--- config.mk ---
export PLATFORM = sky130hd
export DESIGN_NAME = tmb_queue
export DESIGN_NICKNAME = d
export VERILOG_FILES = /design/src/rtl/core/tmb_pkg.sv /design/src/rtl/core/tmb_queue.sv
export SDC_FILE = /design/constraint.sdc
export NUM_CORES = 1
export LEC_CHECK = 0
export BUFFER_PORTS_ARGS = -buffer_cell sky130_fd_sc_hd__buf_2
export CORE_ASPECT_RATIO = 0.8
export CORE_MARGIN = 2
export CORE_UTILIZATION = 50
export CTS_BUF_LIST = sky130_fd_sc_hd__clkbuf_2 sky130_fd_sc_hd__clkbuf_4 sky130_fd_sc_hd__clkbuf_8
export DETAILED_ROUTE_END_ITERATION = 8
export PLACE_DENSITY_LB_ADDON = 0.15
export SYNTH_ARGS = -nofsm -noshare
export SYNTH_HDL_FRONTEND = slang
export SYNTH_SLANG_ARGS = --single-unit
--- constraint.sdc ---
create_clock -name clk -period 8.15 [get_ports clk]
set_clock_uncertainty 0.2 [all_clocks]
set_input_delay 1.63 -clock clk [delete_from_list [all_inputs] [get_ports clk]]
set_output_delay 1.63 -clock clk [all_outputs]
set_load 0.03 [all_outputs]
--- src/rtl/core/tmb_pkg.sv ---
// Package of the tile map blit command generator: constants, register indexes,
// the configuration struct and the queue entry type. No dependencies.
package tmb_pkg;

    localparam int CELL_PIXELS = 32;
    localparam int CELL_SHIFT  = $clog2(CELL_PIXELS);
    localparam int VIEW_WIDTH  = 480;
    localparam int VIEW_HEIGHT = 272;
    localparam int MAX_ROWS    = 64;
    localparam int MAX_COLS    = 64;
    localparam int ROW_BITS    = $clog2(MAX_ROWS);
    localparam int COL_BITS    = $clog2(MAX_COLS);
    localparam int ADDR_BITS   = ROW_BITS + COL_BITS;
    localparam int CELL_BITS   = 46;
    localparam int MAX_TPR     = 64;

    localparam logic [2:0] CFG_MAP_ROWS = 3'd0;
    localparam logic [2:0] CFG_MAP_COLS = 3'd1;
    localparam logic [2:0] CFG_SHEET0   = 3'd2;
    localparam logic [2:0] CFG_SHEET1   = 3'd3;
    localparam logic [2:0] CFG_SHEET2   = 3'd4;
    localparam logic [2:0] CFG_SHEET3   = 3'd5;

    localparam logic [1:0] ACT_WRITE  = 2'd0;
    localparam logic [1:0] ACT_SCROLL = 2'd1;
    localparam logic [1:0] ACT_DRAW   = 2'd2;

    typedef struct packed {
        logic [6:0]       map_rows;
        logic [6:0]       map_cols;
        logic [3:0][6:0]  tpr;
    } cfg_t;

    typedef struct packed {
        logic                  is_write;
        logic [ADDR_BITS-1:0]  addr;
        logic [CELL_BITS-1:0]  data;
        logic [4:0]            offx;
        logic [4:0]            offy;
        logic [5:0]            qw;
        logic [5:0]            qh;
        logic [8:0]            dx;
        logic [8:0]            dy;
        logic [2:0]            mask;
    } job_t;

endpackage

--- src/rtl/core/tmb_queue.sv ---
// Two-entry queue of jobs between the front and the back of the generator.
// Depends on tmb_pkg for the job type.
module tmb_queue (
    input  logic          clk,
    input  logic          rst_n,
    input  logic          push,
    input  tmb_pkg::job_t push_job,
    input  logic          pop,
    output tmb_pkg::job_t head_job,
    output logic          full,
    output logic          empty
);
    import tmb_pkg::*;

    job_t       slot_reg [2];
    logic       wr_ptr_reg;
    logic       rd_ptr_reg;
    logic [1:0] count_reg;

    always_ff @(posedge clk)
    begin
        if (push)
        begin
            slot_reg[wr_ptr_reg] <= push_job;
        end
    end

    always_ff @(posedge clk or negedge rst_n)
    begin
        if (!rst_n)
        begin
            wr_ptr_reg <= 1'b0;
            rd_ptr_reg <= 1'b0;
            count_reg  <= 2'd0;
        end
        else
        begin
            if (push)
            begin
                wr_ptr_reg <= ~wr_ptr_reg;
            end
            if (pop)
            begin
                rd_ptr_reg <= ~rd_ptr_reg;
            end
            if (push && !pop)
            begin
                count_reg <= count_reg + 2'd1;
            end
            else if (pop && !push)
            begin
                count_reg <= count_reg - 2'd1;
            end
        end
    end

    assign head_job = slot_reg[rd_ptr_reg];
    assign full     = (count_reg == 2'd2);
    assign empty    = (count_reg == 2'd0);

endmodule

== Word-level counts from Yosys, hierarchy flattened ==
Memories as Yosys holds them, arrays and structs flattened.
Index checks and enable logic that the tools add are counted.
W data, S select, Z words.
Operators by class
  reduce and logical (&&, ||, !) cells: 6
  muxes and demuxes: 4
  equality and inequality tests: 1
  add/subtract/negate cells: 2
  bitwise logic cells: 2
Operator list (count)
  $mux W2: 2
  $add A2 B1 Y2 const B: 1
  $eq A2 B2 Y1 const B: 1
  $logic_and A1 B1 Y1: 2
  $logic_not A1 Y1: 2
  $logic_not A2 Y1: 1
  $mux W1: 2
  $not A1 Y1: 2
  $reduce_bool A2 Y1: 1
  $sub A2 B1 Y2 const B: 1
Word-level totals
  memory bits (writable): 204
  word-level logic and storage cells: 19
  output and inout port bits: 104
  bits of input ports: 106
  memories: 1
  flip-flop bits (word level): 4
Memories
  slot_reg: depth 2, width 102, rd ports 1, clocked after memory_dff 0, wr ports 1, RTL line tmb_queue.sv:15  | job_t slot_reg [2];

== Depth between registers and ports, before layout ==
  depth in word-level cells: 4
  gate-level depth with buffers: 5
  gate-level depth less buffers: 5

== Worst setup path after synthesis ==
OpenSTA, ideal clock, no wires.
  path kind: in2reg
  start point: input push
  end point: memory slot_reg[0][0] (netlist bit) (enable)
  cell stages on the path: 1
  data required time: 7.374 ns
  path slack: 1.306 ns
  setup time: 0.576 ns
  data arrival time: 6.068 ns
  buffers on the path: 0
  path through: nor2b_1
Between the ends
  cells in the longest elaborated chain, start to end: 2
RTL lines
  from (decl): RTL line tmb_queue.sv:6  | input logic push,
  $mux W1: RTL line tmb_queue.sv:22  | if (push)
  $mux W1 (not written as such): RTL line tmb_queue.sv:24  | slot_reg[wr_ptr_reg] <= push_job;
  to (decl): RTL line tmb_queue.sv:15
Every way passes these cells.

==> results.toml <==
[clock_tree]
cts_resized = 0
clkLatencyLatePin_ns = 0.48
clockBufferDepth = 3
cts_buffers = 34
hold_buffers = 0
post_cts_buffers = 0
cts-root-buf = "clkbuf_8"
cts.sinks = 208
htree_levels = 2
cts.clk_slew.worst_paths_ns = 0.06
cts_tree = "done"

[timing]
maxSlewHeadroom_pct = 38.1
setup_tns_ns = 0
tightest_slew_ns = 0.929
finalMaxSlewViolations = 0
rsz0062_at_grt = "no"
setup-violations-final = 0
post-route-min-period_ns = 4.52
timing.fmax_ghz = 0.221
hold_viol = 0
timing.final.crit_share_pct = 55.4

[detailed_routing]
wl_met1_um = 5790
routedWlPerCell_um = 17.5
vias = 3830
top_layer = "met5"
finalWirelength_um = 13700
final_antenna_net_count = 0
wl_met3_um = 1340
drtIter0Drc = 191
vias_per_cell = 4.89
drc = 0
dr.pass1.iters = 6
met2_length_um = 6440

[final_layout]
register_area_mm2 = 0.00623
multi_input_area_mm2 = 0.00124
synthToLayoutAreaGrowth_pct = 25.0
drive_gt1_share_pct = 62.5
fill_cells = 1120
largest_reg_flops = 204
fin_cells = 784
nNetsFinal = 678

[grt]
grt_pass1_vias = 4020
grt_pass1_wl_um = 20500
grt-ovfl-total = 0
grt_max_degree = 70
track_usage_pct = 16.5
grt_antenna_before_repair = 1

[status]
status = "complete, no violations"

[floorplan]
io_pins = 210
initial_utilization_pct = 50.7
die-area_mm2 = 0.0161
die_w_um = 141
core_mm2 = 0.0149
rows = 40
die_h_um = 114

[placed_design]
place.port_buffers = 209
place_hpwl_um = 8780
dp.cells = 724
gp_congestion = 0.722

[power_and_ir_drop]
ir_drop_mv = 0.241
p_per_area_mw_per_mm2 = 377
p_leak_nw = 3.61

[synthesis]
syn-cell-area_mm2 = 0.00756
avgSynthCellArea_um2 = 22.7
synth_nets = 440
synth_cell_types = 13
synth_cells = 333
yosysSeqAreaShare_pct = 82.3
ys_ff_latch = 208
yosys_warnings = 0

[critical_path]
crit_required_ns = 6.32
slowest_stage = "buf_4"
slowest_delay_ns = 0.76
worst_setup_path_start_kind = "flop"
crit_buf_inv = 2
end_kind = "output pin"
crit_path_cell_trace = "buf_4 > mux2_2 > buf_2"
arrival_ns = 2.69
critPathKind = "flop to output pin"
critPathMaxFanout = 69
cp_top_family = "buffers and inverters"

[min_path]
hold_path.class = "flop to flop"

[job]
cap_violations = 0
## final cells by class
| cell class | instances | area share (%) |
|---|---|---|
| repair buffers | 213 | 11.4 |
| diodes | 1 | 0.0265 |
| multi-input cells | 113 | 13.1 |
| clock inverters | 7 | 0.291 |
| inverters | 1 | 0.0397 |
| clock buffers | 52 | 6.71 |
| flip-flops and latches | 208 | 65.9 |
| well taps | 189 | 2.50 |
## logic make-up (layout without fill, tap and decap cells)
group                      count (synthesis)  in the layout  share of synthesized area, %
xor gates and xnor gates                   5              5                         0.579
buffers and inverters                     12            273                          1.39
and+or+nand+nor                            5              5                         0.348
adders and majority gates                  1              1                         0.165
other                                      0              1                             0
DFF                                      208            208                          82.3
muxes                                    102            102                          15.2
## per-stage QoR
stage	setup slack [ns]	area [µm²]	hold WS, ns	util (%)	total power [mW]
finish	3.63	9450	0.290	63.4	3.56
detailed placement	4.11	8790	0.280	58.9	2.74
CTS	3.58	9450	0.292	63.4	3.61
global placement	4.11	8790	0.272	58.9	2.73
floorplan	1.31	7560	0.255	-	2.45
global route	3.46	9450	0.337	63.4	3.73
## cell usage after synthesis
cell	count	area [µm²]
nor2_1	2	7.51
and2_1	1	6.26
edfxtp_1	204	6130
mux2_2	102	1150
xnor2_1	1	8.76
xor2_1	4	35.0
dfrtp_1	4	100
inv_1	1	3.75
buf_6	7	78.8
buf_4	1	7.51
ha_1	1	12.5
buf_2	3	15.0
nor2b_1	2	12.5
## worst paths after layout
kind | startpoint | to | slack (ns) | cells after the start
setup / recovery | rd_ptr_reg$_DFFE_PN0P_ | head_job[90] | 3.63 | 3
hold / removal | count_reg[1]$_DFFE_PN0P_ | count_reg[1]$_DFFE_PN0P_ | 0.29 | 1
setup reg to reg | wr_ptr_reg$_DFFE_PN0P_ | slot_reg[1][87]$_DFFE_PP_ | 5.78 | 2
hold reg to reg | count_reg[1]$_DFFE_PN0P_ | count_reg[1]$_DFFE_PN0P_ | 0.29 | 1
max in group asynchronous | rst_n | rd_ptr_reg$_DFFE_PN0P_ | 6.86 | 1
min in group asynchronous | rst_n | rd_ptr_reg$_DFFE_PN0P_ | 0.75 | 1
## per-layer routing
metal	track usage, %	up-vias
li1	-	1802
met1	21.3	1860
met2	26.6	148
met3	6.21	18
met4	4.73	2
met5	0	-
## power breakdown
group / switching, mW / total, mW / internal, mW / leakage [nW]
Sequential: 0.0796 / 1.50 / 1.42 / 1.96
Combinational: 0.790 / 1.20 / 0.410 / 1.30
Clock: 0.363 / 0.855 / 0.493 / 0.354
## cells in the final DEF, fill, tap and decap left out, drive strengths merged
master and count:
xor2 4, diode 1, edfxtp 204, dfrtp 4
clkbuf 52, and2 1, nor2b 2, buf 213
nor2 2, ha 1, mux2 102, inv 1
clkinv 7, xnor2 1
## worst register-to-register path: cells and delay by family (launching register included)
kind / cells / cell delay, ns
flip-flops: 1 / 0.42
AND/OR/NAND/NOR: 1 / 0.57
buffers and inverters: 1 / 0.75
No activity file was read; power rests on OpenSTA's default activity.
