File: src/rtl/core/tmb_pkg.sv
// Package of the tile map blit command generator: constants, register indexes,
// the configuration struct and the queue entry type. No dependencies.
package tmb_pkg;

    localparam int CELL_PIXELS = 32;
    localparam int CELL_SHIFT  = $clog2(CELL_PIXELS);
    localparam int VIEW_WIDTH  = 480;
    localparam int VIEW_HEIGHT = 272;
    localparam int MAX_ROWS    = 64;
    localparam int MAX_COLS    = 64;
    localparam int ROW_BITS    = $clog2(MAX_ROWS);
    localparam int COL_BITS    = $clog2(MAX_COLS);
    localparam int ADDR_BITS   = ROW_BITS + COL_BITS;
    localparam int CELL_BITS   = 46;
    localparam int MAX_TPR     = 64;

    localparam logic [2:0] CFG_MAP_ROWS = 3'd0;
    localparam logic [2:0] CFG_MAP_COLS = 3'd1;
    localparam logic [2:0] CFG_SHEET0   = 3'd2;
    localparam logic [2:0] CFG_SHEET1   = 3'd3;
    localparam logic [2:0] CFG_SHEET2   = 3'd4;
    localparam logic [2:0] CFG_SHEET3   = 3'd5;

    localparam logic [1:0] ACT_WRITE  = 2'd0;
    localparam logic [1:0] ACT_SCROLL = 2'd1;
    localparam logic [1:0] ACT_DRAW   = 2'd2;

    typedef struct packed {
        logic [6:0]       map_rows;
        logic [6:0]       map_cols;
        logic [3:0][6:0]  tpr;
    } cfg_t;

    typedef struct packed {
        logic                  is_write;
        logic [ADDR_BITS-1:0]  addr;
        logic [CELL_BITS-1:0]  data;
        logic [4:0]            offx;
        logic [4:0]            offy;
        logic [5:0]            qw;
        logic [5:0]            qh;
        logic [8:0]            dx;
        logic [8:0]            dy;
        logic [2:0]            mask;
    } job_t;

endpackage

File: src/rtl/core/tmb_front.sv
// Front of the generator: accepts beats, keeps the scroll position, checks
// writes and works out the clipped geometry of a draw. Depends on tmb_pkg.
module tmb_front (
    input  logic              clk,
    input  logic              rst_n,
    input  tmb_pkg::cfg_t     cfg,
    input  logic              accept,
    input  logic [1:0]        action,
    input  logic signed [11:0] coord_a,
    input  logic signed [11:0] coord_b,
    input  logic [45:0]       cell_data,
    input  logic [2:0]        layer_mask,
    output logic              push,
    output tmb_pkg::job_t     push_job
);
    import tmb_pkg::*;

    logic [11:0] view_left_reg, view_left_next;
    logic [11:0] view_top_reg, view_top_next;

    logic [6:0]  rows_eff, cols_eff;
    logic        wr_ok;
    logic signed [13:0] sum_l, sum_t, hi_l, hi_t, clamp_l, clamp_t;
    logic signed [17:0] left, top, right, bottom, lc, tc;
    logic [11:0] mrow, mcol;
    logic        draw_ok;

    always_comb
    begin
        rows_eff = (cfg.map_rows == 7'd0) ? 7'd1 :
                   (cfg.map_rows > 7'(MAX_ROWS)) ? 7'(MAX_ROWS) : cfg.map_rows;
        cols_eff = (cfg.map_cols == 7'd0) ? 7'd1 :
                   (cfg.map_cols > 7'(MAX_COLS)) ? 7'(MAX_COLS) : cfg.map_cols;

        wr_ok = !coord_a[11] && !coord_b[11] &&
                (coord_a[10:0] < {4'd0, rows_eff}) &&
                (coord_b[10:0] < {4'd0, cols_eff});

        sum_l = $signed({2'b00, view_left_reg}) + $signed({{2{coord_b[11]}}, coord_b});
        sum_t = $signed({2'b00, view_top_reg}) + $signed({{2{coord_a[11]}}, coord_a});
        hi_l  = $signed({2'b00, cols_eff, 5'd0}) - 14'(VIEW_WIDTH);
        hi_t  = $signed({2'b00, rows_eff, 5'd0}) - 14'(VIEW_HEIGHT);
        if (hi_l < 0)
        begin
            hi_l = '0;
        end
        if (hi_t < 0)
        begin
            hi_t = '0;
        end
        clamp_l = (sum_l > hi_l) ? hi_l : ((sum_l < 0) ? 14'sd0 : sum_l);
        clamp_t = (sum_t > hi_t) ? hi_t : ((sum_t < 0) ? 14'sd0 : sum_t);

        left   = $signed({2'b00, coord_b[10:0], 5'd0})
                 - $signed({13'd0, view_left_reg[CELL_SHIFT-1:0]});
        top    = $signed({2'b00, coord_a[10:0], 5'd0})
                 - $signed({13'd0, view_top_reg[CELL_SHIFT-1:0]});
        right  = left + 18'(CELL_PIXELS);
        bottom = top + 18'(CELL_PIXELS);
        if (right > 18'(VIEW_WIDTH))
        begin
            right = 18'(VIEW_WIDTH);
        end
        if (bottom > 18'(VIEW_HEIGHT))
        begin
            bottom = 18'(VIEW_HEIGHT);
        end
        lc = (left < 0) ? 18'sd0 : left;
        tc = (top < 0) ? 18'sd0 : top;

        mrow = {5'd0, view_top_reg[11:CELL_SHIFT]} + {1'b0, coord_a[10:0]};
        mcol = {5'd0, view_left_reg[11:CELL_SHIFT]} + {1'b0, coord_b[10:0]};

        draw_ok = !coord_a[11] && !coord_b[11] &&
                  (left < 18'(VIEW_WIDTH)) && (top < 18'(VIEW_HEIGHT)) &&
                  (mrow < {5'd0, rows_eff}) && (mcol < {5'd0, cols_eff});
    end

    always_comb
    begin
        push_job          = '0;
        push_job.is_write = (action == ACT_WRITE);
        push_job.data     = cell_data;
        push_job.mask     = layer_mask;
        push_job.offx     = (left < 0) ? 5'(-left) : 5'd0;
        push_job.offy     = (top < 0) ? 5'(-top) : 5'd0;
        push_job.qw       = 6'(right - lc);
        push_job.qh       = 6'(bottom - tc);
        push_job.dx       = 9'(lc);
        push_job.dy       = 9'(tc);
        if (action == ACT_WRITE)
        begin
            push_job.addr = {coord_a[ROW_BITS-1:0], coord_b[COL_BITS-1:0]};
        end
        else
        begin
            push_job.addr = {mrow[ROW_BITS-1:0], mcol[COL_BITS-1:0]};
        end
        push = accept && (((action == ACT_WRITE) && wr_ok) ||
                          ((action == ACT_DRAW) && draw_ok));

        view_left_next = view_left_reg;
        view_top_next  = view_top_reg;
        if (accept && (action == ACT_SCROLL))
        begin
            view_left_next = clamp_l[11:0];
            view_top_next  = clamp_t[11:0];
        end
    end

    always_ff @(posedge clk or negedge rst_n)
    begin
        if (!rst_n)
        begin
            view_left_reg <= '0;
            view_top_reg  <= '0;
        end
        else
        begin
            view_left_reg <= view_left_next;
            view_top_reg  <= view_top_next;
        end
    end

endmodule

File: config.mk
export PLATFORM = sky130hd
export DESIGN_NAME = tmb_front
export DESIGN_NICKNAME = d
export VERILOG_FILES = /design/src/rtl/core/tmb_pkg.sv /design/src/rtl/core/tmb_front.sv
export SDC_FILE = /design/constraint.sdc
export NUM_CORES = 1
export LEC_CHECK = 0
export BUFFER_PORTS_ARGS = -buffer_cell sky130_fd_sc_hd__clkbuf_2
export CAP_MARGIN = 20
export CORE_MARGIN = 3
export CORE_UTILIZATION = 49
export CTS_BUF_LIST = sky130_fd_sc_hd__clkbuf_4
export CTS_CLUSTER_DIAMETER = 150
export CTS_CLUSTER_SIZE = 20
export DETAILED_ROUTE_END_ITERATION = 8
export PLACE_DENSITY = 0.8
export SETUP_SLACK_MARGIN = 0.5
export SLEW_MARGIN = 20
export SYNTH_ARGS = -nofsm -noshare
export SYNTH_HDL_FRONTEND = slang
export SYNTH_SLANG_ARGS = --single-unit
File: constraint.sdc
create_clock -name clk -period 6.3 [get_ports clk]
set_clock_uncertainty 0.15 [all_clocks]
set_input_delay 1.26 -clock clk [delete_from_list [all_inputs] [get_ports clk]]
set_output_delay 1.26 -clock clk [all_outputs]
set_load 0.02 [all_outputs]
Word level (Yosys, flattened, before mapping)

Cells that the tools add are included.

Order comparisons: 18
Mux-type cells: 17
Reductions and logical operators: 17
Equal/unequal tests: 2
Add/sub/neg operators: 14

Operator list:

| kind                                                                   | number |
|---|---|
| 12-bit two-way mux                                                     | 5 |
| 17-bit by 7-bit adder with 18-bit output, second input constant        | 2 |
| 18-bit by 10-bit > comparator with 1-bit output, second input constant | 2 |
| 17-bit by 1-bit < comparator with 1-bit output, second input constant  | 2 |
| 17-bit by 10-bit < comparator with 1-bit output, second input constant | 2 |
| 16-bit by 5-bit subtractor with 17-bit output                          | 2 |
| 13-bit by 12-bit adder with 14-bit output                              | 2 |
| 14-bit > comparator                                                    | 2 |
| 14-bit by 1-bit < comparator with 1-bit output, second input constant  | 2 |
| 14-bit two-way mux                                                     | 2 |
| 7-bit two-way mux                                                      | 4 |
| 13-bit by 1-bit < comparator with 1-bit output, second input constant  | 2 |
| 12-bit by 9-bit subtractor with 13-bit output, second input constant   | 2 |
| 7-bit by 11-bit adder with 12-bit output                               | 2 |
| 12-bit by 7-bit < comparator with 1-bit output                         | 2 |
| 11-bit by 7-bit < comparator with 1-bit output                         | 2 |
| 9-bit two-way mux                                                      | 2 |
| 7-bit > comparator, second input constant                              | 2 |
| 7-bit logical NOT                                                      | 2 |
| 6-bit two-way mux                                                      | 2 |
| 6-bit subtractor                                                       | 2 |
| 1-bit logical AND                                                      | 11 |
| 5-bit two-way mux                                                      | 2 |
| 5-bit negation                                                         | 2 |
| other kinds (5)                                                        | 6 |

Logic and storage cells: 70
Output and inout port bits: 103
Register bits after elaboration: 24

Logic depth before layout (Yosys ltp)

Gate-level depths: netlist of run 1.

Depth after elaboration: 9
Gate-level depth with buffers: 26
Depth with buffers taken out: 25

Worst setup path after synthesis of run 1

No wires, ideal clock.

Path kind: input port to output port
From: input port coord_a[1]
To: output port push_job[26] in the netlist's numbering
Data arrival time: 5.230 ns
Path slack: -0.340 ns
Stages: 25
Cell sequence: buf_2 -> or2_2 -> clkbuf_1 -> nor2_1 -> nor2_1 -> inv_1 -> ha_1 -> clkbuf_1 -> or3_1 -> a22oi_1 -> o31a_1 -> nor4_1 -> o2111ai_1 -> a32oi_1 -> a22o_2 -> nand2_1 -> inv_1 -> ha_1 -> nor2b_1 -> o21ai_0 -> nand2b_1 -> a21oi_1 -> o31ai_1 -> a21oi_1 -> o311a_1

RTL lines:

| item        | RTL line        | RTL |
|---|---|---|
| from (decl) | tmb_front.sv:9  | `input logic signed [11:0] coord_a,` |
| to (decl)   | tmb_front.sv:14 | `output tmb_pkg::job_t push_job` |

==> results of run 1 <==
## cells by family (layout without fill, tap and decap cells)
logic type	after synthesis	in the layout	synth area share
multiplexers	8	8	0.0115
flip-flops	24	24	0.0865
AO/OA/AOI/OAI	254	254	0.250
AND/OR/NAND/NOR	358	358	0.264
buffers and inverters	144	255	0.109
adder cells (fa/ha/maj)	101	101	0.188
XOR/XNOR	72	72	0.0908
## through the flow
stage	hold WS, ps	power, mW	area (sq um)	instances
after floorplan	329	2.57	7090	961
after global placement	373	3.27	7650	1204
after detailed placement	384	3.34	7650	1204
after CTS	414	3.72	8170	1237
after global routing	472	4.28	8440	1248
final	416	3.97	8440	1248
## routing by layer
| layer | vias to the layer above | part of all wire |
|---|---|---|
| met5 | - | 0 |
| met4 | 0 | 0.043 |
| met3 | 95 | 0.074 |
| met2 | 401 | 0.47 |
| met1 | 3616 | 0.41 |
| li1 | 3673 | - |
## where the power goes
group	leakage, nW	switching, mW	internal (mW)	total [mW]
combinational	3.66	1.99	1.63	3.62
sequential	0.318	0.0626	0.206	0.269
clock	0.0138	0.0505	0.0226	0.0731
## layout make-up
cell class              count  area (sq um)  share of cell area
multi-input cells         793          6000               0.711
well taps                 176           220              0.0261
clock buffers               3          22.5             0.00267
repair buffers            195          1380               0.163
flip-flops and latches     24           603              0.0715
inverters                  57           216              0.0256
## worst max-delay path: cells and delay by family
| kind | cells | cell delay, ps |
|---|---|---|
| AND/OR/NAND/NOR | 4 | 840 |
| AO/OA/AOI/OAI | 10 | 2000 |
| buffers and inverters | 5 | 620 |
| XOR/XNOR | 1 | 90 |
| adder cells (fa/ha/maj) | 1 | 190 |
## timing repair
action,in CTS,in global routing
setup buffers,30,11
pin swaps,44,25
gates resized for setup,59,53
endpoints found under the setup margin,10,11
hold buffers,0,0
## worst min-delay path by stage
stage / to / cells past startpoint / slack, ps / start
2_1_floorplan: view_left_reg[10] / 2 / 330 / view_left_reg[10]
3_3_place_gp: view_left_reg[10] / 2 / 370 / view_left_reg[10]
3_5_place_dp: view_left_reg[10] / 2 / 380 / view_left_reg[10]
4_1_cts: view_left_reg[10] / 2 / 410 / view_left_reg[10]
5_1_grt: view_left_reg[10] / 2 / 470 / view_left_reg[10]
6_report: view_left_reg[5] / 2 / 420 / view_left_reg[5]
## placed cells by master, fill, tap and decap left out, types with 5 or more instances in the layout
cell	count
nor3_1	16
buf_6	9
ha_4	6
ha_1	86
o211ai_1	16
a21oi_1	48
inv_1	49
nor2_1	77
a21o_1	20
nand2_1	90
buf_4	96
clkbuf_2	81
a22oi_1	9
o22ai_1	8
nand4_1	19
a21oi_2	7
xor2_1	23
nand3b_1	6
o21a_1	13
inv_2	6
o21ai_0	47
or3_1	8
and2_1	8
o21bai_1	9
a211oi_1	10
mux2i_1	8
or2_2	7
nand3_1	33
nand2b_1	20
nor2b_1	12
nor4_1	5
and3_1	8
a31oi_1	5
dfrtp_1	22
xnor2_1	44
==> results by group, run 1 <==
Outcome
  – Status: finished, violations left
  – Failing checks: setup timing

Worst setup path
  – Reg2reg setup slack: 1860 ps
  – Required time of the worst setup path: 4890 ps
  – Worst Setup EP: push_job[26]
  – Critical path type: in2out
  – Crit end category: output port
  – Crit path from: coord_a[1]
  – FF-to-FF path depth: 19
  – Crit path cell chain: buf_8 -> buf_4 -> or4_4 -> a21oi_1 -> buf_4 -> xnor2_1 -> a211oi_1 -> o2111ai_2 -> a32oi_1 -> a22o_2 -> nand2_2 -> inv_2 -> ha_4 -> nor2b_4 -> o21ai_2 -> nand2b_1 -> a21oi_2 -> o31ai_1 -> a21oi_1 -> o311a_1 -> clkbuf_8
  – Crit Path Max Fanout: 6
  – Worst Path Arrival: 5010 ps
  – R2R Path Start: view_left_reg[0]
  – Slowest-stage cell, CP: or4_4
  – Startpoint types: primary input
  – Slowest Stage Delay on Critical Path: 550 ps
  – FF-to-FF End: view_left_reg[11]

Global route
  – Met3 Usage GRT: 0.0149
  – Most used routing layer: met2
  – Global-route wire length before repair: 33.9 mm
  – Vias in the first global route: 7195
  – Total congestion overflow: 0
  – Gr usage total: 0.253
  – Initial antenna violation count: 0
  – GR met1 Demand/Resource: 0.339
  – Largest net degree at the start of global routing: 25
  – Met2 Track Usage GR: 0.431

Floorplan
  – Die area: 0.0156 sq mm
  – Die Span Y: 125 um
  – Core area: 0.0136 sq mm
  – Core Rows: 42
  – Num ports: 223
  – Die span in x: 125 um
  – Initial core utilization: 0.512

Clocking
  – H-tree lvl count: 1
  – CTS tree: built
  – CTS root buffer: clkbuf_4
  – Worst skew pair latency: 340 ps
  – CTS buffer count: 3
  – Clock Sinks: 24
  – Clock buffer depth: 2
  – Clock Pin Slew Worst Setup and Hold Paths: 130 ps

Power
  – Power Dens Cells: 470 mW/mm^2
  – Peak VDD IR: 0.000425 V
  – Lkg Pwr: 3.99 nW

Drt
  – Via density: 6.24
  – Final WL: 22.3 mm
  – Drt pass-1 iters: 6
  – Drt drc: 0
  – Detail Route Antenna Nets: 0
  – Drt wl/cell: 17.8 um
  – Initial DRC count: 730
  – Via count: 7785

Timing
  – Unrepaired setup endpoints after global routing: true
  – Fmax achieved: 156 MHz
  – Setup TNS: -155 ps
  – Final setup viols: 2
  – Final Max Tran Viols: 0
  – Worst-margin pin slew: 954 ps
  – Period utilization: 1.02
  – Fin crit period: 6420 ps
  – Final Hold Vio Count: 0
  – PnR worst setup slack: -116 ps
  – Worst slew margin: 0.362

Yosys
  – Count leader, synth: ha_1
  – Synthesized flop and latch total: 24
  – Synth Cell Area: 0.00695 sq mm
  – Post-synth ARST share: 1.00
  – Register area share after synthesis: 0.0865
  – Yosys top cell area share: 0.171
  – Mapped Cells: 961
  – Syn nets: 1182
  – Leading register cell type out of synthesis: dfrtp_1
  – Commonest cells post-synth: ha_1 (95), nand2_1 (93), nor2_1 (83), inv_1 (56), a21oi_1 (55)
  – Synth area leaders: ha_1 (17%), dfrtp_1 (8.6%), xnor2_1 (6.1%)
  – Post-synth EDFFs: 0
  – Leading area contributor after synthesis: ha_1
  – Yosys Warn Count: 0
  – Syn Area/Cell: 7.23 sq um
  – Synth unique cells: 76

Finish
  – Diodes inserted: 0
  – Layout Utilization: 0.622
  – Nets@finish: 1295
  – Synth-to-Final Area Change: 21.5%
  – Number of fill cells: 1147
  – Layout cell share with drive strength beyond 1: 0.274

Run
  – Total of max-cap violations: 0

Worst hold path
  – HP Class: reg2reg

Placed design
  – Pre-CTS setup slack: -174 ps
  – Port bufs: 96
  – DP Wirelength: 16.6 mm
  – RePlAce Congestion: 0.968
(Power assumes the default switching activity.)
==> run 2, diff against run 1 <==
Settings changed: ABC_AREA set to 1, ABC_CLOCK_PERIOD_IN_PS set to 6300, CORE_UTILIZATION 49 to 48.
==> run 2 against run 1 <==
The run now ends clean. Largest cell class unchanged. Largest power group unchanged. Critical path type unchanged. Non-clock buffer count is 85 lower. Register-to-register slack better by 500 ps. Wire length is 20% lower. Fmax is 15% higher. Combinational power is 8.0% lower. Worst setup slack better by 840 ps. Via count is 9.5% lower.
==> results by group, run 2 <==
Yosys
  – Post-synthesis compound-gate area fraction: 0.121
  – Commonest cells post-synth: nand2_1 (273), inv_1 (151), nor2_1 (101), ha_1 (95), nand3_1 (94)
  – Register area share after synthesis: 0.0904
  – Leading area contributor after synthesis: ha_1
  – Mux cell area share after synthesis: 0
  – Yosys Warn Count: 0
  – Largest family of logic cells by synthesized area: simple AND/OR/NAND/NOR gates
  – Syn Area/Cell: 6.14 sq um
  – Synth Area in XOR/XNOR: 0.0817
  – Synth unique cells: 47
  – Synth Cell Area: 0.00665 sq mm
  – Adder-Cell Fraction of Synth Area: 0.197
  – Syn nets: 1304
  – Mapped Cells: 1083
  – Count leader, synth: nand2_1
  – Yosys top cell area share: 0.179
  – Leading register cell type out of synthesis: dfrtp_1
  – Post-synthesis simple-gate area fraction: 0.358
  – Synthesized flop and latch total: 24
  – Synth area leaders: ha_1 (18%), nand2_1 (15%), dfrtp_1 (9.0%)
  – Post-synth ARST share: 1.00
  – Post-synth EDFFs: 0

Power
  – Peak VDD IR: 0.000367 V
  – Pint: 1.47 mW
  – Combinational Power Share: 0.895
  – Sequential power share: 0.086
  – Lkg Pwr: 4.02 nW
  – Power Dens Cells: 517 mW/mm^2
  – Net Sw Frac: 0.605
  – Tot Pwr: 3.73 mW
  – Clock Power Share: 0.019
  – Sw Pwr: 2.25 mW

Worst setup path
  – Crit Path Max Fanout: 8
  – Worst Path Arrival: 4170 ps
  – Worst Setup EP: push
  – Startpoint types: primary input
  – Critical path type: in2out
  – Crit end category: output port
  – Required time of the worst setup path: 4890 ps
  – FF-to-FF End: view_left_reg[1]
  – FF-to-FF path depth: 20
  – R2R Path Start: view_left_reg[2]
  – Crit path from: coord_a[0]
  – Reg2reg setup slack: 2360 ps

Floorplan
  – Core Rows: 42
  – Die span in x: 124 um
  – Core area: 0.0134 sq mm
  – Initial core utilization: 0.496
  – Die Span Y: 124 um
  – Die area: 0.0153 sq mm
  – Num ports: 223

Global route
  – Largest net degree at the start of global routing: 25
  – Total congestion overflow: 0
  – Initial antenna violation count: 0
  – Global-route wire length before repair: 28.7 mm
  – Vias in the first global route: 6169
  – Gr usage total: 0.227

Clocking
  – Clock buffer depth: 2
  – H-tree lvl count: 1
  – Worst skew pair latency: 340 ps
  – CTS root buffer: clkbuf_4
  – Clock Sinks: 24
  – CTS buffer count: 3
  – CTS tree: built
  – Clock Pin Slew Worst Setup and Hold Paths: 120 ps

Drt
  – Met3 WL: 1.20 mm
  – Initial DRC count: 485
  – Via count: 7042
  – Met1 WL: 8.07 mm
  – Drt pass-1 iters: 5
  – Metal2 WL: 8.32 mm
  – Drt wl/cell: 13.6 um
  – Via density: 5.35
  – Detail Route Antenna Nets: 0
  – Top layer in use: met4
  – Drt drc: 0
  – Final WL: 17.9 mm

Timing
  – Final Max Tran Viols: 0
  – Worst-margin pin slew: 649 ps
  – Final setup viols: 0
  – Setup TNS: 0 ps
  – Unrepaired setup endpoints after global routing: false
  – Final Hold Vio Count: 0
  – Worst slew margin: 0.567
  – PnR worst setup slack: 723 ps
  – Fin crit period: 5580 ps
  – Period utilization: 0.885
  – Fmax achieved: 179 MHz

Finish
  – Nets@finish: 1364
  – Non-Filler Instances: 1317
  – Commonest non-fill, non-tap cell in the layout: nand2_1
  – Most frequent cells in the layout: nand2_1 (270), inv_1 (145), nor2_1 (93), ha_1 (92), nand3_1 (91)
  – Synth-to-Final Area Change: 8.42%
  – Number of fill cells: 1308
  – Fin area: 0.00720 sq mm
  – Layout cell share with drive strength beyond 1: 0.170
  – Diodes inserted: 0

Outcome
  – Status: finished, final reports clean

Worst hold path
  – HP Class: reg2reg

Placed design
  – DP Wirelength: 15.1 mm
  – RePlAce Congestion: 0.922
  – Placed Area: 0.00695 sq mm
  – Pre-CTS setup slack: 460 ps
  – Port bufs: 96
  – Inst Count DP: 1302

Run
  – Total of max-cap violations: 0
run 2: cell types whose count changed after synthesis, sizes merged, moves of 13 or more:
cell and delta:
nand2 +190, inv +99, nand3 +63, xnor2 -40
nor2 +25, xor2 +24, clkbuf -23, nand2b -21
a21o -19, nor2b -14, o21a -13
run 2: worst max-delay path, cell delays in order:
cell and delay, ps:
buf_4 170, ha_1 240, fa_2 360, nand3_1 110, nand3_2 90, a21oi_2 140
o21ai_2 90, xor2_1 150, ha_1 180, nor2_1 100, nand3b_1 120, a2111oi_2 340
nand4_1 130, nor2_1 110, nand2_1 50, nor2_1 120, nand3_1 100, a21oi_1 130
buf_4 170
run 2: area by class of cell:
| class | count | area [sq um] | share of cell area |
|---|---|---|---|
| Inverter | 158 | 603 | 0.0837 |
| Clock buffer | 3 | 22.5 | 0.00313 |
| Timing Repair inverter | 1 | 5.00 | 0.000695 |
| Timing Repair Buffer | 110 | 598 | 0.0830 |
| Sequential cell | 24 | 602 | 0.0835 |
| Tap cell | 176 | 220 | 0.0306 |
| Multi-Input combinational cell | 845 | 5150 | 0.715 |
run 2: how the worst min path moves through the flow:
stage                           start                end  depth (start not counted)
floorplan           view_left_reg[10]  view_left_reg[10]                          2
global placement      view_top_reg[8]    view_top_reg[8]                          2
detailed placement   view_left_reg[7]   view_left_reg[7]                          2
CTS                  view_left_reg[7]   view_left_reg[7]                          2
global route         view_left_reg[7]   view_left_reg[7]                          2
finish               view_left_reg[7]   view_left_reg[7]                          2
run 2: power by group through the flow:
stage	combinational [mW]	sequential (mW)	clock (mW)
6_report	3.33	0.321	0.0723
5_1_grt	3.77	0.331	0.0810
4_1_cts	3.21	0.319	0.0748
3_5_place_dp	3.18	0.322	0
3_3_place_gp	3.10	0.318	0
2_1_floorplan	2.48	0.290	0
run 2: cells by family after synthesis:
group           Yosys count
compound gates          144
simple gates            544
buf+inv                 214
fa+ha+maj               101
xor+xnor                 56
flops                    24
run 2: per-layer routing:
metal  GRT usage  up-vias
met5           0        -
met4      0.0519        0
met3      0.0163       28
met2       0.374      232
met1       0.323     3171
li1            -     3611
run 2: what timing repair did:
| action | 4_1_cts | 5_1_grt |
|---|---|---|
| hold buffers | 0 | 0 |
| cloned | 0 | 1 |
| setup endpoints to repair | 2 | 8 |
| gates resized for setup | 4 | 57 |
| pin swaps | 1 | 16 |
| setup buffers | 1 | 10 |
run 2: metrics by stage:
step	hold WS (ps)	util
floorplan	329	-
global placement	356	0.519
detailed placement	365	0.519
CTS	395	0.521
global route	447	0.538
finish	396	0.538
==> run 3, diff against run 2 <==
Settings changed: RECOVER_POWER set to 50.
==> run 3 against run 2 <==
Clock power is essentially flat. Clock-buffer cell count is the same. Wire length about the same. Largest power group unchanged. Highest routed layer unchanged.
==> results by group, run 3 (synthesized netlist as in run 2, its figures left out) <==
Outcome
  – Status: finished, final reports clean

Clocking
  – CTS buffer count: 3
  – Worst skew pair latency: 340 ps
  – Clock Pin Slew Worst Setup and Hold Paths: 120 ps
  – Clock buffer depth: 2
  – Clock Sinks: 24
  – H-tree lvl count: 1
  – CTS root buffer: clkbuf_4
  – CTS tree: built

Finish
  – Diodes inserted: 0
  – Layout cell share with drive strength beyond 1: 0.167
  – Synth-to-Final Area Change: 8.36%
  – Commonest non-fill, non-tap cell in the layout: nand2_1
  – Sequential Area: 602 sq um
  – Non-Filler Instances: 1317
  – Number of fill cells: 1311
  – Fin area: 0.00720 sq mm
  – Most frequent cells in the layout: nand2_1 (270), inv_1 (145), nor2_1 (93), ha_1 (92), nand3_1 (91)
  – Nets@finish: 1364
  – Layout Utilization: 0.537
  – Multi-input gate area: 0.00515 sq mm

Global route
  – Vias in the first global route: 6169
  – Global-route wire length before repair: 28.7 mm
  – Initial antenna violation count: 0
  – Gr usage total: 0.227
  – Largest net degree at the start of global routing: 25
  – Total congestion overflow: 0

Power
  – Lkg Pwr: 4.01 nW
  – Combinational Power Share: 0.894
  – Net Sw Frac: 0.605
  – Peak VDD IR: 0.000367 V
  – Power Dens Cells: 518 mW/mm^2
  – Sw Pwr: 2.25 mW
  – Pint: 1.47 mW
  – Clock Power Share: 0.019
  – Sequential power share: 0.086

Placed design
  – DP Wirelength: 15.1 mm
  – Placed Area: 0.00695 sq mm
  – Port bufs: 96
  – RePlAce Congestion: 0.922
  – Inst Count DP: 1302

Worst hold path
  – Critical hold path startpoint: view_left_reg[7]
  – Hold depth: 2
  – HP Class: reg2reg
  – Sink of the worst hold path: view_left_reg[7]

Worst setup path
  – Slowest-stage cell, CP: fa_2
  – Crit path cell chain: buf_4 -> ha_1 -> fa_2 -> nand3_1 -> nand3_2 -> a21oi_2 -> o21ai_2 -> xor2_1 -> ha_1 -> nor2_1 -> nand3b_1 -> a2111oi_2 -> nand4_1 -> nor2_1 -> nand2_1 -> nor2_1 -> nand3_1 -> a21oi_1 -> buf_4
  – Worst Path Arrival: 4160 ps
  – Slowest Stage Delay on Critical Path: 360 ps
  – R2R Path Start: view_left_reg[2]
  – Reg2reg setup slack: 2340 ps
  – Required time of the worst setup path: 4890 ps
  – Crit path top cell by count: nor2_1
  – Crit Path Max Fanout: 8
  – Critical path type: in2out
  – Crit path from: coord_a[0]
  – Crit end category: output port
  – FF-to-FF End: view_left_reg[1]
  – Startpoint types: primary input
  – FF-to-FF path depth: 20

Timing
  – Unrepaired setup endpoints after global routing: false
  – Worst-margin pin slew: 1370 ps
  – Final setup viols: 0
  – Period utilization: 0.884
  – Fmax achieved: 180 MHz
  – Final Hold Vio Count: 0
  – Worst slew margin: 0.0881
  – Final Max Tran Viols: 0
  – Fin crit period: 5570 ps
  – Setup TNS: 0 ps

Run
  – Total of max-cap violations: 0

Drt
  – Final WL: 17.9 mm
  – Via count: 7008
  – Via density: 5.32
  – Drt drc: 0
  – Detail Route Antenna Nets: 0
  – Initial DRC count: 483
  – Drt wl/cell: 13.6 um
  – Drt pass-1 iters: 6

Floorplan
  – Die Span Y: 124 um
  – Die span in x: 124 um
  – Num ports: 223
  – Core Rows: 42
  – Die area: 0.0153 sq mm
  – Initial core utilization: 0.496
  – Core area: 0.0134 sq mm
run 3: cell counts in the layout (fill, tap and decap cells not counted):
Identical to the previous run, type by type.
run 3: per-stage QoR:
| step | hold slack [ps] | total power [mW] | worst slack, ps |
|---|---|---|---|
| 5_1_grt | 447 | 4.18 | 469 |
| 4_1_cts | 395 | 3.61 | 520 |
| 6_report | 396 | 3.73 | 734 |
| 3_5_place_dp | 365 | 3.51 | 460 |
| 2_1_floorplan | 329 | 2.77 | 981 |
| 3_3_place_gp | 356 | 3.42 | 445 |
run 3: area by class of cell:
type	count	share of cell area
Timing Repair Buffer	110	0.0825
Sequential cell	24	0.0836
Inverter	158	0.0838
Timing Repair inverter	1	0.000695
Tap cell	176	0.0306
Clock buffer	3	0.00313
Multi-Input combinational cell	845	0.716
run 3: worst max path at each step:
stage / to / slack (ps) / cells after the start
after global placement: push / 450 / 19
after global routing: push_job[32] / 470 / 26
after detailed placement: push_job[25] / 460 / 21
after floorplan: push_job[25] / 980 / 19
final: push / 730 / 19
after CTS: push / 520 / 19
run 3: critical path, delay by kind of cell:
| family | cells | cell delay, ps |
|---|---|---|
| xor+xnor | 1 | 150 |
| simple gates | 9 | 920 |
| buf+inv | 2 | 330 |
| fa+ha+maj | 3 | 780 |
| compound gates | 4 | 700 |
run 3: layer usage:
metal | global-route usage | up-vias | wire length, um
li1 | - | 3611 | -
met1 | 0.323 | 3163 | 8130
met2 | 0.374 | 211 | 8330
met3 | 0.0163 | 23 | 1150
met4 | 0.0519 | 0 | 257
met5 | 0 | - | 0
run 3: power by group through the flow:
stage	Combinational, mW	Sequential [mW]	Clock [mW]
after global placement	3.10	0.318	0
final	3.33	0.321	0.0725
after CTS	3.21	0.319	0.0748
after detailed placement	3.18	0.322	0
after global routing	3.77	0.331	0.0810
after floorplan	2.48	0.290	0
run 3: what timing repair did:
item | in CTS | in global routing
pin swaps | 1 | 16
endpoints found under the hold margin | 0 | 0
endpoints found under the setup margin | 2 | 8
gates cloned | 0 | 1
setup buffers | 1 | 10
gates resized for setup | 4 | 57
hold buffers | 0 | 0
